### config.mk
export PLATFORM = sky130hd
export DESIGN_NAME = block_header_delta_compressor_flat
export DESIGN_NICKNAME = d
export VERILOG_FILES = /design/src/hw/rtl/bhdc_pkg.sv /design/src/hw/rtl/bhdc_ifs.sv /design/src/hw/rtl/bhdc_ctrl.sv /design/src/hw/rtl/bhdc_datapath.sv /design/src/hw/rtl/block_header_delta_compressor.sv /design/src/flat_wrapper.sv
export SDC_FILE = /design/constraint.sdc
export NUM_CORES = 1
export LEC_CHECK = 0
export BUFFER_PORTS_ARGS = -buffer_cell sky130_fd_sc_hd__buf_2
export CAP_MARGIN = 20
export CORE_MARGIN = 2
export CORE_UTILIZATION = 55
export CTS_BUF_LIST = sky130_fd_sc_hd__clkbuf_16
export CTS_CLUSTER_DIAMETER = 50
export CTS_CLUSTER_SIZE = 12
export DETAILED_ROUTE_END_ITERATION = 12
export PLACE_DENSITY = 0.75
export SETUP_SLACK_MARGIN = 0.2
export SLEW_MARGIN = 20
export SYNTH_ARGS = -nofsm -noshare
export SYNTH_HDL_FRONTEND = slang
export SYNTH_SLANG_ARGS = --single-unit
### constraint.sdc
create_clock -name clk -period 5.3 [get_ports clk]
set_input_delay 1.06 -clock clk [delete_from_list [all_inputs] [get_ports clk]]
set_output_delay 1.06 -clock clk [all_outputs]
set_load 0.05 [all_outputs]
### src/hw/rtl/bhdc_pkg.sv
// Shared types and constants for the header delta compressor.
// No dependencies; compiled first.
package bhdc_pkg;

  localparam int unsigned DEF_LIST_DEPTH   = 7;
  localparam int unsigned MAX_CODED_OFFSET = 7;
  localparam int unsigned CFG_IDX_W        = 8;

  localparam logic [31:0] RST_ALGO_MASK     = 32'h0000_0E00;
  localparam logic [31:0] RST_CODE_KAWPOW   = 32'h0000_0200;
  localparam logic [31:0] RST_CODE_EQ_WIDE  = 32'h0000_0400;
  localparam logic [31:0] RST_CODE_EQ_NARROW = 32'h0000_0600;

  typedef enum logic [CFG_IDX_W-1:0] {
    REG_ALGO_MASK       = 8'd0,
    REG_CODE_KAWPOW     = 8'd1,
    REG_CODE_EQ_WIDE    = 8'd2,
    REG_CODE_EQ_NARROW  = 8'd3
  } cfg_reg_t;

  typedef enum logic {
    ST_EMPTY = 1'b0,
    ST_FULL  = 1'b1
  } ctrl_state_t;

  typedef struct packed {
    logic [31:0] version;
    logic [31:0] stamp;
    logic [31:0] target_bits;
    logic        has_previous;
    logic [31:0] prev_stamp;
    logic [31:0] prev_target_bits;
  } hdr_word_t;

  typedef struct packed {
    logic [2:0]         list_pos;
    logic               prev_hash_compressed;
    logic               time_compressed;
    logic signed [15:0] stamp_delta;
    logic               bits_compressed;
    logic               equihash_fields;
    logic               kawpow_fields;
  } res_word_t;

  // controller -> datapath
  typedef struct packed {
    logic load;       // capture input word, update list, load result register
    logic cfg_write;  // write config register
  } dp_cmd_t;

  // datapath -> controller
  typedef struct packed {
    logic list_full;
  } dp_status_t;

endpackage

### src/hw/rtl/bhdc_ifs.sv
// Valid/ready channel interfaces: header input, result output, config write.
// No dependencies on other files.
interface bhdc_in_if;
  logic        valid;
  logic        ready;
  logic [31:0] version;
  logic [31:0] stamp;
  logic [31:0] target_bits;
  logic        has_previous;
  logic [31:0] prev_stamp;
  logic [31:0] prev_target_bits;
  modport source (output valid, version, stamp, target_bits, has_previous, prev_stamp,
                  prev_target_bits, input ready);
  modport sink (input valid, version, stamp, target_bits, has_previous, prev_stamp,
                prev_target_bits, output ready);
endinterface

interface bhdc_out_if;
  logic               valid;
  logic               ready;
  logic [2:0]         list_pos;
  logic               prev_hash_compressed;
  logic               time_compressed;
  logic signed [15:0] stamp_delta;
  logic               bits_compressed;
  logic               equihash_fields;
  logic               kawpow_fields;
  modport source (output valid, list_pos, prev_hash_compressed, time_compressed,
                  stamp_delta, bits_compressed, equihash_fields, kawpow_fields,
                  input ready);
  modport sink (input valid, list_pos, prev_hash_compressed, time_compressed,
                stamp_delta, bits_compressed, equihash_fields, kawpow_fields,
                output ready);
endinterface

interface bhdc_cfg_if;
  logic        valid;
  logic        ready;
  logic [7:0]  index;
  logic [31:0] data;
  modport source (output valid, index, data, input ready);
  modport sink (input valid, index, data, output ready);
endinterface

### src/hw/rtl/bhdc_ctrl.sv
// Controller: tracks the result register and issues load / config commands.
// Depends on bhdc_pkg.
module bhdc_ctrl (
  input  logic                   clk,
  input  logic                   rst,
  input  logic                   in_valid,
  output logic                   in_ready,
  output logic                   out_valid,
  input  logic                   out_ready,
  input  logic                   cfg_valid,
  output logic                   cfg_ready,
  input  bhdc_pkg::dp_status_t   status,
  output bhdc_pkg::dp_cmd_t      cmd
);
  import bhdc_pkg::*;

  ctrl_state_t state, state_next;

  always_ff @(posedge clk) begin
    if (rst) begin
      state <= ST_EMPTY;
    end else begin
      state <= state_next;
    end
  end

  always_comb begin
    state_next    = state;
    in_ready      = 1'b0;
    out_valid     = 1'b0;
    cmd.load      = 1'b0;
    cmd.cfg_write = cfg_valid;
    cfg_ready     = 1'b1;
    case (state)
      ST_EMPTY: begin
        in_ready = 1'b1;
        if (in_valid) begin
          cmd.load   = 1'b1;
          state_next = ST_FULL;
        end
      end
      ST_FULL: begin
        out_valid = 1'b1;
        in_ready  = out_ready;  // result leaves as the next word enters
        if (in_valid && out_ready) begin
          cmd.load = 1'b1;
        end else if (out_ready) begin
          state_next = ST_EMPTY;
        end
      end
      default: state_next = ST_EMPTY;
    endcase
  end

`ifndef SYNTHESIS
  // a full list can only arise after at least one load
  a_full_needs_load: assert property (@(posedge clk) disable iff (rst)
    $rose(status.list_full) |-> $past(cmd.load))
    else $error("list filled without a load");
  // a load always leaves a result pending
  a_load_fills: assert property (@(posedge clk) disable iff (rst)
    cmd.load |=> state == ST_FULL)
    else $error("load did not leave result pending");
  // draining without a new load empties the result register
  a_drain: assert property (@(posedge clk) disable iff (rst)
    state == ST_FULL && out_ready && !cmd.load |=> state == ST_EMPTY)
    else $error("result register not released");
`endif

endmodule

### src/hw/rtl/bhdc_datapath.sv
// Datapath: config registers, move-to-front version list, compare logic
// and the result register. Depends on bhdc_pkg.
module bhdc_datapath #(
  parameter int unsigned LIST_DEPTH = bhdc_pkg::DEF_LIST_DEPTH
) (
  input  logic                                 clk,
  input  logic                                 rst,
  input  bhdc_pkg::dp_cmd_t                    cmd,
  output bhdc_pkg::dp_status_t                 status,
  input  bhdc_pkg::hdr_word_t                  hdr,
  input  logic [bhdc_pkg::CFG_IDX_W-1:0]       cfg_index,
  input  logic [31:0]                          cfg_data,
  output bhdc_pkg::res_word_t                  res
);
  import bhdc_pkg::*;

  localparam int unsigned IW = (LIST_DEPTH > 1) ? $clog2(LIST_DEPTH) : 1;
  localparam int unsigned CW = $clog2(LIST_DEPTH + 1);

  logic [31:0] algo_mask, code_kawpow, code_eq_wide, code_eq_narrow;
  logic [31:0] recent [LIST_DEPTH];
  logic [CW-1:0] count;

  logic [31:0]   masked;
  logic          kaw, equi;
  logic          hit;
  logic [IW-1:0] hit_pos;
  logic [IW-1:0] shift_lim;
  logic signed [32:0] diff;
  logic          fits;
  res_word_t     res_next;

  assign status.list_full = (count == CW'(LIST_DEPTH));

  // config registers
  always_ff @(posedge clk) begin
    if (rst) begin
      algo_mask      <= RST_ALGO_MASK;
      code_kawpow    <= RST_CODE_KAWPOW;
      code_eq_wide   <= RST_CODE_EQ_WIDE;
      code_eq_narrow <= RST_CODE_EQ_NARROW;
    end else if (cmd.cfg_write) begin
      case (cfg_index)
        REG_ALGO_MASK:      algo_mask      <= cfg_data;
        REG_CODE_KAWPOW:    code_kawpow    <= cfg_data;
        REG_CODE_EQ_WIDE:   code_eq_wide   <= cfg_data;
        REG_CODE_EQ_NARROW: code_eq_narrow <= cfg_data;
        default: ;
      endcase
    end
  end

  // algorithm flags; kawpow takes priority
  assign masked = hdr.version & algo_mask;
  assign kaw    = (masked == code_kawpow);
  assign equi   = !kaw && (masked == code_eq_wide || masked == code_eq_narrow);

  // parallel compare, first match nearest the front; only codable positions
  always_comb begin
    hit     = 1'b0;
    hit_pos = '0;
    for (int i = LIST_DEPTH - 1; i >= 0; i--) begin
      if (i < MAX_CODED_OFFSET && CW'(i) < count && recent[i] == hdr.version) begin
        hit     = hdr.has_previous;
        hit_pos = IW'(i);
      end
    end
  end

  // entries below shift_lim move back one place; the entry at shift_lim is dropped
  assign shift_lim = hit ? hit_pos : IW'(LIST_DEPTH - 1);

  // exact signed difference, 33 bits
  assign diff = $signed({1'b0, hdr.stamp}) - $signed({1'b0, hdr.prev_stamp});
  assign fits = (diff[32:15] == '0) || (diff[32:15] == '1);

  always_comb begin
    res_next                      = '0;
    res_next.equihash_fields      = equi;
    res_next.kawpow_fields        = kaw;
    if (hdr.has_previous) begin
      res_next.list_pos             = hit ? 3'(hit_pos) + 3'd1 : 3'd0;
      res_next.prev_hash_compressed = 1'b1;
      res_next.time_compressed      = fits;
      res_next.stamp_delta          = fits ? diff[15:0] : 16'sd0;
      res_next.bits_compressed      = (hdr.target_bits == hdr.prev_target_bits);
    end
  end

  // list storage, no reset: entries at or beyond count are never read
  always_ff @(posedge clk) begin
    if (cmd.load) begin
      recent[0] <= hdr.version;
      for (int j = 1; j < LIST_DEPTH; j++) begin
        if (IW'(j) <= shift_lim) begin
          recent[j] <= recent[j-1];
        end
      end
    end
  end

  always_ff @(posedge clk) begin
    if (rst) begin
      count <= '0;
    end else if (cmd.load && !hit && !status.list_full) begin
      count <= count + CW'(1);
    end
  end

  always_ff @(posedge clk) begin
    if (cmd.load) begin
      res <= res_next;
    end
  end

`ifndef SYNTHESIS
  a_count_max: assert property (@(posedge clk) disable iff (rst)
    count <= CW'(LIST_DEPTH))
    else $error("list count beyond depth");
  a_push_grows: assert property (@(posedge clk) disable iff (rst)
    cmd.load && !hdr.has_previous && !status.list_full |=> count == $past(count) + CW'(1))
    else $error("push did not grow list");
  a_front: assert property (@(posedge clk) disable iff (rst)
    cmd.load |=> recent[0] == $past(hdr.version))
    else $error("front entry is not the last version");
  a_flags_excl: assert property (@(posedge clk) disable iff (rst)
    $past(cmd.load) |-> !(res.kawpow_fields && res.equihash_fields))
    else $error("both algorithm flags set");
`endif

endmodule

### src/hw/rtl/block_header_delta_compressor.sv
// Top level of the header delta compressor: channel wiring, controller
// and datapath. Depends on bhdc_pkg, bhdc_ifs, bhdc_ctrl, bhdc_datapath.
//
// Usage:
//   in_hdr  - header word (version, stamp, target bits, previous-header
//             fields); taken when valid and ready are high at a clock edge.
//   out_hdr - one result word per header, from an output register.
//   cfg     - register writes (index 0..3: algo mask, kawpow code, equihash
//             wide code, equihash narrow code); always ready, write only
//             while no header is in flight. Other indexes are ignored.
// Result: registered; valid the cycle after the header is accepted.
// Throughput: one header per unstalled cycle. The version compare against
//   all list entries, the move-to-front shift and the 33-bit time subtract
//   finish in the accept cycle, so the list is current for the next word.
// Stall: a held result keeps in_hdr.ready low until out_hdr.ready rises;
//   in that cycle the result leaves and the next word is taken together.
// Reset (rst, synchronous, active high): config registers return to their
//   defaults, the list empties (count 0) and no result is pending. No
//   clearing pass is needed; list entries past the count are never read.
module block_header_delta_compressor #(
  parameter int unsigned LIST_DEPTH = bhdc_pkg::DEF_LIST_DEPTH
) (
  input logic        clk,
  input logic        rst,
  bhdc_in_if.sink    in_hdr,
  bhdc_out_if.source out_hdr,
  bhdc_cfg_if.sink   cfg
);
  import bhdc_pkg::*;

  dp_cmd_t    cmd;
  dp_status_t status;
  hdr_word_t  hdr;
  res_word_t  res;

  assign hdr.version          = in_hdr.version;
  assign hdr.stamp            = in_hdr.stamp;
  assign hdr.target_bits      = in_hdr.target_bits;
  assign hdr.has_previous     = in_hdr.has_previous;
  assign hdr.prev_stamp       = in_hdr.prev_stamp;
  assign hdr.prev_target_bits = in_hdr.prev_target_bits;

  // sequencing of the result register and config writes
  bhdc_ctrl u_ctrl (
    .clk       (clk),
    .rst       (rst),
    .in_valid  (in_hdr.valid),
    .in_ready  (in_hdr.ready),
    .out_valid (out_hdr.valid),
    .out_ready (out_hdr.ready),
    .cfg_valid (cfg.valid),
    .cfg_ready (cfg.ready),
    .status    (status),
    .cmd       (cmd)
  );

  // list, compares, time delta, result register
  bhdc_datapath #(
    .LIST_DEPTH (LIST_DEPTH)
  ) u_dp (
    .clk       (clk),
    .rst       (rst),
    .cmd       (cmd),
    .status    (status),
    .hdr       (hdr),
    .cfg_index (cfg.index),
    .cfg_data  (cfg.data),
    .res       (res)
  );

  assign out_hdr.list_pos             = res.list_pos;
  assign out_hdr.prev_hash_compressed = res.prev_hash_compressed;
  assign out_hdr.time_compressed      = res.time_compressed;
  assign out_hdr.stamp_delta          = res.stamp_delta;
  assign out_hdr.bits_compressed      = res.bits_compressed;
  assign out_hdr.equihash_fields      = res.equihash_fields;
  assign out_hdr.kawpow_fields        = res.kawpow_fields;

endmodule
### src/flat_wrapper.sv
// flat-port wrapper written by rule: the top's interface ports become plain ports
module block_header_delta_compressor_flat import bhdc_pkg::*;
#(
  parameter int unsigned LIST_DEPTH = bhdc_pkg::DEF_LIST_DEPTH
)
  (clk, rst, in_hdr_valid, in_hdr_version, in_hdr_stamp, in_hdr_target_bits, in_hdr_has_previous, in_hdr_prev_stamp, in_hdr_prev_target_bits, in_hdr_ready, out_hdr_valid, out_hdr_list_pos, out_hdr_prev_hash_compressed, out_hdr_time_compressed, out_hdr_stamp_delta, out_hdr_bits_compressed, out_hdr_equihash_fields, out_hdr_kawpow_fields, out_hdr_ready, cfg_valid, cfg_index, cfg_data, cfg_ready);
  bhdc_in_if in_hdr_i ();
  bhdc_out_if out_hdr_i ();
  bhdc_cfg_if cfg_i ();
  input logic clk;
  input logic rst;
  input wire logic [$bits(in_hdr_i.valid)-1:0] in_hdr_valid;
  input wire logic [$bits(in_hdr_i.version)-1:0] in_hdr_version;
  input wire logic [$bits(in_hdr_i.stamp)-1:0] in_hdr_stamp;
  input wire logic [$bits(in_hdr_i.target_bits)-1:0] in_hdr_target_bits;
  input wire logic [$bits(in_hdr_i.has_previous)-1:0] in_hdr_has_previous;
  input wire logic [$bits(in_hdr_i.prev_stamp)-1:0] in_hdr_prev_stamp;
  input wire logic [$bits(in_hdr_i.prev_target_bits)-1:0] in_hdr_prev_target_bits;
  output wire logic [$bits(in_hdr_i.ready)-1:0] in_hdr_ready;
  output wire logic [$bits(out_hdr_i.valid)-1:0] out_hdr_valid;
  output wire logic [$bits(out_hdr_i.list_pos)-1:0] out_hdr_list_pos;
  output wire logic [$bits(out_hdr_i.prev_hash_compressed)-1:0] out_hdr_prev_hash_compressed;
  output wire logic [$bits(out_hdr_i.time_compressed)-1:0] out_hdr_time_compressed;
  output wire logic [$bits(out_hdr_i.stamp_delta)-1:0] out_hdr_stamp_delta;
  output wire logic [$bits(out_hdr_i.bits_compressed)-1:0] out_hdr_bits_compressed;
  output wire logic [$bits(out_hdr_i.equihash_fields)-1:0] out_hdr_equihash_fields;
  output wire logic [$bits(out_hdr_i.kawpow_fields)-1:0] out_hdr_kawpow_fields;
  input wire logic [$bits(out_hdr_i.ready)-1:0] out_hdr_ready;
  input wire logic [$bits(cfg_i.valid)-1:0] cfg_valid;
  input wire logic [$bits(cfg_i.index)-1:0] cfg_index;
  input wire logic [$bits(cfg_i.data)-1:0] cfg_data;
  output wire logic [$bits(cfg_i.ready)-1:0] cfg_ready;
  assign in_hdr_i.valid = in_hdr_valid;
  assign in_hdr_i.version = in_hdr_version;
  assign in_hdr_i.stamp = in_hdr_stamp;
  assign in_hdr_i.target_bits = in_hdr_target_bits;
  assign in_hdr_i.has_previous = in_hdr_has_previous;
  assign in_hdr_i.prev_stamp = in_hdr_prev_stamp;
  assign in_hdr_i.prev_target_bits = in_hdr_prev_target_bits;
  assign in_hdr_ready = in_hdr_i.ready;
  assign out_hdr_valid = out_hdr_i.valid;
  assign out_hdr_list_pos = out_hdr_i.list_pos;
  assign out_hdr_prev_hash_compressed = out_hdr_i.prev_hash_compressed;
  assign out_hdr_time_compressed = out_hdr_i.time_compressed;
  assign out_hdr_stamp_delta = out_hdr_i.stamp_delta;
  assign out_hdr_bits_compressed = out_hdr_i.bits_compressed;
  assign out_hdr_equihash_fields = out_hdr_i.equihash_fields;
  assign out_hdr_kawpow_fields = out_hdr_i.kawpow_fields;
  assign out_hdr_i.ready = out_hdr_ready;
  assign cfg_i.valid = cfg_valid;
  assign cfg_i.index = cfg_index;
  assign cfg_i.data = cfg_data;
  assign cfg_ready = cfg_i.ready;
  block_header_delta_compressor #(.LIST_DEPTH(LIST_DEPTH)) u_core (.clk(clk), .rst(rst), .in_hdr(in_hdr_i), .out_hdr(out_hdr_i), .cfg(cfg_i));
endmodule
==> flow_summary.yaml, run 1 <==
outcome:
  status: "completed"
yosys:
  synth_seq_cells: 380
  ys_types: 70
  synthCells: 1759
  syn-num-nets: 2001
  synth_flop_cell: "edfxtp_1"
  ys_seq_area_frac: 0.543
  synth_edf_count: 248
  synth_area_per_cell_um2: 10.6
  ys_warn_count: 0
  async_flop_share: 0
  syn-cell-area_mm2: 0.0186
finish:
  final_common_cell: "nand2_1"
  nNetsFinal: 2197
  regArea_mm2: 0.0101
  areaGrowthSynthToFinish_pct: 14.1
  layout-drive-gt1-share: 0.160
  n_fill_cell: 2731
  instances_no_fill: 2425
  layout_common_cells: "nand2_1 (325), edfxtp_1 (248), buf_2 (230)"
  multiInputGateArea_mm2: 0.00800
placed_design:
  place_hpwl_um: 36200
  pre_cts_slack_ps: 729
  gp_congestion: 0.924
  placed_cells: 2362
  portBuffers: 231
sta:
  fin_ws_ps: 1250
  worstMarginPinSlew_ps: 1020
  skew_ps: 18.0
  setup_viol: 0
  layout_min_cycle_time_ps: 4050
  slew_headroom: 0.320
  maxSlewViolCount: 0
  timing.final.crit_share: 0.765
  rsz0062_at_grt: "false"
  hold_ws_ps: 450
  final_hold_viol_count: 0
  max_freq_mhz: 247
  setup_tns_ps: 0
pwr:
  sw_frac_of_total: 0.246
  internal_power_uw: 5010
  power_frac_seq: 0.508
  total_power_uw: 6650
  combPwrFrac: 0.122
  vdd_ir_drop_max_uv: 322
  power_frac_clock: 0.370
  switching_power_uw: 1640
  p_leak_uw: 0.00778
  powerDensity_mw_per_mm2: 314
global_routing:
  grt_start_max_net_pins: 89
  gr-usage-all-layers: 0.273
  antenna_found_initial: 5
  grt_pass1_wl_um: 74400
  grt_pass1_vias: 13700
  grt_overflow: 0
clock_network:
  numCtsBuffers: 39
  htreeDepth: 2
  clock-root-buffer: "clkbuf_16"
  cts_max_path_buffers: 3
  clk_latency_ps: 520
  post_cts_buffers: 0
  cts-hold-fix-buffers: 0
  clkSlewWorstSetupHoldPaths_ps: 60
  cts_tree: "done"
  cts.sinks: 380
  cts_resized: 0
critical_path:
  critical_path_arrival_ps: 4440
  crit_chain: "buf_2, inv_1, ha_1, inv_1, fa_1, a211o_1, a211o_1, and3_1, nor2_1, o21bai_1, xnor2_1, or3_1, or4_4, a2bb2o_4, and3_1"
  cp_slowest_cell: "or4_4"
  crit_path_start_kind: "primary input"
  end_kind: "register"
  worstSetupPathType: "in -> reg"
  slowest_delay_ps: 530
  worstPathRequired_ps: 5680
  worstPathMaxFanout: 16
route:
  wl_per_cell_um: 20.0
  vias_per_cell: 5.63
  dr.first_iter.drc_count: 1191
  route.antenna.remaining_nets: 0
  dr.pass1.iters: 6
  vias: 13600
  drt-total-wl_um: 48400
  drcViolationCount: 0
die:
  die_h_um: 188
  die_w_um: 188
  num_io_pins: 233
  start_util: 0.557
  core_mm2: 0.0334
  num_rows: 67
  dieArea_mm2: 0.0353
min_path:
  min_path_type: "reg -> reg"
flow_run:
  cap_violations: 0
[worst max-delay path: cells and delay by family]
family                     cells  cell delay, ps
adders and majority gates      2             580
xor gates and xnor gates       1             140
buffers and inverters          3             200
AOI/OAI and AO/OA              4            1080
and+or+nand+nor                5            1360
[state kept, by name, summed over array words and instances (netlist names)]
name and count:
u_core.u_dp.code_eq_wide 32, u_core.u_dp.recent 224, u_core.u_dp.count 3, u_core.u_dp.algo_mask 32, u_core.u_dp.res 24, u_core.u_dp.code_eq_narrow 32
u_core.u_ctrl.state 1, u_core.u_dp.code_kawpow 32
[logic make-up after synthesis]
family	after synthesis	synth area share
simple gates	572	0.144
flops	380	0.543
xor+xnor	370	0.174
compound gates	260	0.0823
buf+inv	137	0.0291
fa+ha+maj	36	0.0247
mux	3	0.00168
other cells	1	0.000202
[synthesized netlist by cell type (all sizes together) (9+ instances only)]
cell | n | area, um2
nand3 | 17 | 85.1
nor2 | 38 | 143
nor3 | 18 | 90.1
xor2 | 146 | 1280
o21ai | 26 | 134
xnor2 | 224 | 1960
buf | 9 | 60.1
and2 | 17 | 108
a21oi | 170 | 858
dfxtp | 132 | 2640
inv | 49 | 184
edfxtp | 248 | 7450
clkbuf | 79 | 297
ha | 35 | 438
nor4 | 40 | 250
a21o | 11 | 82.6
nand2 | 325 | 1220
nand4 | 71 | 444
[power groups by stage]
stage | registers, uW | logic, uW | clock network (uW)
after floorplan | 3460 | 497 | 0
after global placement | 3430 | 788 | 0
after detailed placement | 3440 | 805 | 0
after CTS | 3380 | 810 | 2480
after global routing | 3390 | 881 | 2610
final | 3380 | 813 | 2460
[per-stage QoR]
stage | cell area [um2] | util
2_1_floorplan | 18600 | -
3_3_place_gp | 20100 | 0.602
3_5_place_dp | 20100 | 0.602
4_1_cts | 21200 | 0.635
5_1_grt | 21200 | 0.635
6_report | 21200 | 0.635
[metal layers]
layer	vias up	GRT usage	wire length, um
met1	6490	0.343	19200
met3	137	0.0331	2960
met4	0	0.155	2810
met2	515	0.460	23400
met5	-	0	0
li1	6502	-	-
[worst paths after layout]
kind | start | to | slack [ps] | depth (start not counted)
setup / recovery | in_hdr_stamp[0] | u_core.u_dp.res[14]$_SDFFCE_PN0P_ | 1250 | 15
hold / removal | u_core.u_dp.algo_mask[31]$_SDFFE_PP0P_ | u_core.u_dp.algo_mask[31]$_SDFFE_PP0P_ | 450 | 2
setup reg to reg | u_core.u_dp.recent[5][12]$_DFFE_PP_ | u_core.u_dp.recent[5][18]$_DFFE_PP_ | 1740 | 10
hold reg to reg | u_core.u_dp.algo_mask[31]$_SDFFE_PP0P_ | u_core.u_dp.algo_mask[31]$_SDFFE_PP0P_ | 450 | 2
[area by class of cell]
class,count,share of cell area
repair buffers,243,0.0589
clock inverters,17,0.00478
diodes,6,0.000708
clock buffers,40,0.0472
multi-input cells,1242,0.377
flip-flops and latches,380,0.476
inverters,49,0.00868
well taps,448,0.0264
Note: power is estimated with default switching activity, not from simulation.
==> run 2, diff against run 1 <==
- ABC_AREA: unset -> 1
- clock period: 5.3 -> 4.1 ns (I/O delays scaled with it)
==> run 2 against run 1 <==
  * Register-to-register slack worse by 820 ps
  * Clock skew increased by 1.7 ps
  * Flip-flop and latch count unchanged
  * Combinational power up 53%
  * Largest cell class unchanged
==> flow_summary.yaml, run 2 <==
outcome:
  status: "completed"
sta:
  skew_ps: 19.7
  timing.final.crit_share: 0.838
  rsz0062_at_grt: "false"
  final_hold_viol_count: 0
  layout_min_cycle_time_ps: 3440
  maxSlewViolCount: 0
  setup_tns_ps: 0
  hold_ws_ps: 449
  max_freq_mhz: 291
  slew_headroom: 0.269
  setup_viol: 0
  worstMarginPinSlew_ps: 1090
finish:
  largest_register_ffs: 224
  layout-drive-gt1-share: 0.162
  nNetsFinal: 2823
  final_common_cell: "nand2_1"
  multiInputGateArea_mm2: 0.00870
  areaGrowthSynthToFinish_pct: 15.2
  regMostFlops: "u_core.u_dp.recent"
  fin_area_mm2: 0.0231
  layout_common_cells: "nand2_1 (490), nor2_1 (366), inv_1 (260)"
  n_fill_cell: 3050
  regArea_mm2: 0.0101
route:
  vias_per_cell: 5.58
  route.antenna.remaining_nets: 0
  wl_per_cell_um: 19.5
  drt-total-wl_um: 59900
  dr.pass1.iters: 8
  drcViolationCount: 0
  dr.first_iter.drc_count: 1592
  vias: 17200
die:
  core_mm2: 0.0357
  dieArea_mm2: 0.0380
  start_util: 0.561
  die_h_um: 195
  num_rows: 69
  die_w_um: 195
  num_io_pins: 233
yosys:
  synth_seq_cells: 380
  ys_types: 52
  yosysMostFrequentCell: "nand2_1"
  synth_common_cells: "nand2_1 (490), nor2_1 (367), inv_1 (250)"
  ys_seq_area_frac: 0.503
  yosysTopAreaCell: "edfxtp_1"
  ys_warn_count: 0
  synth_area_per_cell_um2: 8.58
  synth_area_leaders: "edfxtp_1 (37%), dfxtp_1 (13%), nand2_1 (9.2%)"
  syn-cell-area_mm2: 0.0201
  synth.top_cell.area_share: 0.371
  synth_edf_count: 248
  async_flop_share: 0
  synthCells: 2337
  synth_flop_cell: "edfxtp_1"
  syn-num-nets: 2579
global_routing:
  grt_pass1_wl_um: 92100
  grt_start_max_net_pins: 58
  grt_overflow: 0
  grt_pass1_vias: 16700
  antenna_found_initial: 2
  gr-usage-all-layers: 0.314
pwr:
  p_leak_uw: 0.00995
  vdd_ir_drop_max_uv: 335
  powerDensity_mw_per_mm2: 399
min_path:
  worst_hold_path.endpoint: "u_core.u_dp.recent[2][27]$_DFFE_PP_"
  hold_start: "u_core.u_dp.recent[1][27]$_DFFE_PP_"
  hold_depth: 0
  min_path_type: "reg -> reg"
critical_path:
  worstPathMaxFanout: 32
  rr_worst_depth: 13
  end_kind: "register"
  r2r-end: "u_core.u_dp.recent[5][9]$_DFFE_PP_"
  crit_path_start_kind: "primary input"
  worstPathRequired_ps: 4280
  worstSetupPathType: "in -> reg"
  r2r_slack_ps: 920
  critical_path_arrival_ps: 3620
  r2r_start: "u_core.u_dp.count[2]$_SDFFE_PP0P_"
placed_design:
  post_dp_cell_area_mm2: 0.0218
  gp_congestion: 1.04
  portBuffers: 231
  place_hpwl_um: 46000
clock_network:
  numCtsBuffers: 43
  htreeDepth: 2
  cts_tree: "done"
  post_cts_buffers: 0
  cts_resized: 0
  clkSlewWorstSetupHoldPaths_ps: 50
  cts_max_path_buffers: 3
  clock-root-buffer: "clkbuf_16"
  cts-hold-fix-buffers: 0
  clk_latency_ps: 580
  cts.sinks: 380
flow_run:
  cap_violations: 0
==> run 2: area by class of cell <==
type | instances | share of cell area
Clock inverter | 31 | 0.00985
Clock buffer | 43 | 0.0466
Timing Repair Buffer | 270 | 0.0632
Tap cell | 461 | 0.0250
Inverter | 259 | 0.0422
Sequential cell | 380 | 0.437
Antenna cell | 2 | 0.000217
Multi-Input combinational cell | 1627 | 0.376
==> run 2: worst max-delay path by stage <==
stage / slack (ps) / endpoint / cells after the start / startpoint
detailed placement: 190 / u_core.u_dp.recent[5][23]$_DFFE_PP_ / 12 / in_hdr_version[17]
global placement: 270 / u_core.u_dp.recent[5][22]$_DFFE_PP_ / 12 / in_hdr_version[17]
finish: 660 / u_core.u_dp.recent[5][9]$_DFFE_PP_ / 12 / in_hdr_version[17]
floorplan: 220 / u_core.u_dp.recent[3][0]$_DFFE_PP_ / 6 / out_hdr_ready
CTS: 780 / u_core.u_dp.recent[5][9]$_DFFE_PP_ / 12 / in_hdr_version[17]
global route: 530 / u_core.u_dp.recent[5][9]$_DFFE_PP_ / 12 / in_hdr_version[17]
==> run 2: layer usage <==
layer / up-vias / wire [um] / GRT usage
li1: 8167 / - / -
met3: 176 / 4050 / 0.0470
met5: - / 0 / 0
met4: 0 / 2710 / 0.141
met1: 8061 / 24600 / 0.405
met2: 756 / 28600 / 0.526
==> run 2: cells by family (layout without fill, tap and decap cells) <==
kind of cell / count (synthesis) / after routing / share of synthesized area
other: 1 / 3 / 0.000187
AOI/OAI and AO/OA: 285 / 285 / 0.0819
adders and majority gates: 36 / 36 / 0.0228
DFF: 380 / 380 / 0.503
xor gates and xnor gates: 202 / 202 / 0.0882
and+or+nand+nor: 1103 / 1103 / 0.239
buffers and inverters: 330 / 603 / 0.0651
==> run 2: critical path, cell delays in order <==
cell     delay [ps]
buf_2           230
inv_1           260
or2_2           340
nand3_1          80
nor4_1           50
nand3_1         160
nand2_1         160
nor2_1          330
nand2_1         100
nand2_1         100
nor2_1           90
a21oi_4         870
==> run 2: stage by stage <==
| stage | cells | util | power, uW | worst slack [ps] |
|---|---|---|---|---|
| floorplan | 2337 | - | 5230 | 218 |
| global placement | 2997 | 0.610 | 5660 | 275 |
| detailed placement | 2997 | 0.610 | 5690 | 192 |
| CTS | 3071 | 0.647 | 9240 | 778 |
| global route | 3073 | 0.647 | 9540 | 526 |
| finish | 3073 | 0.647 | 9230 | 664 |
==> run 2: report_power, final <==
part	leakage (uW)	total [uW]	internal [uW]	switching [uW]
Clock	0.000683	3590	1990	1600
Combinational	0.00580	1240	425	819
Sequential	0.00347	4390	4270	120
Total	0.00995	9230	6690	2540
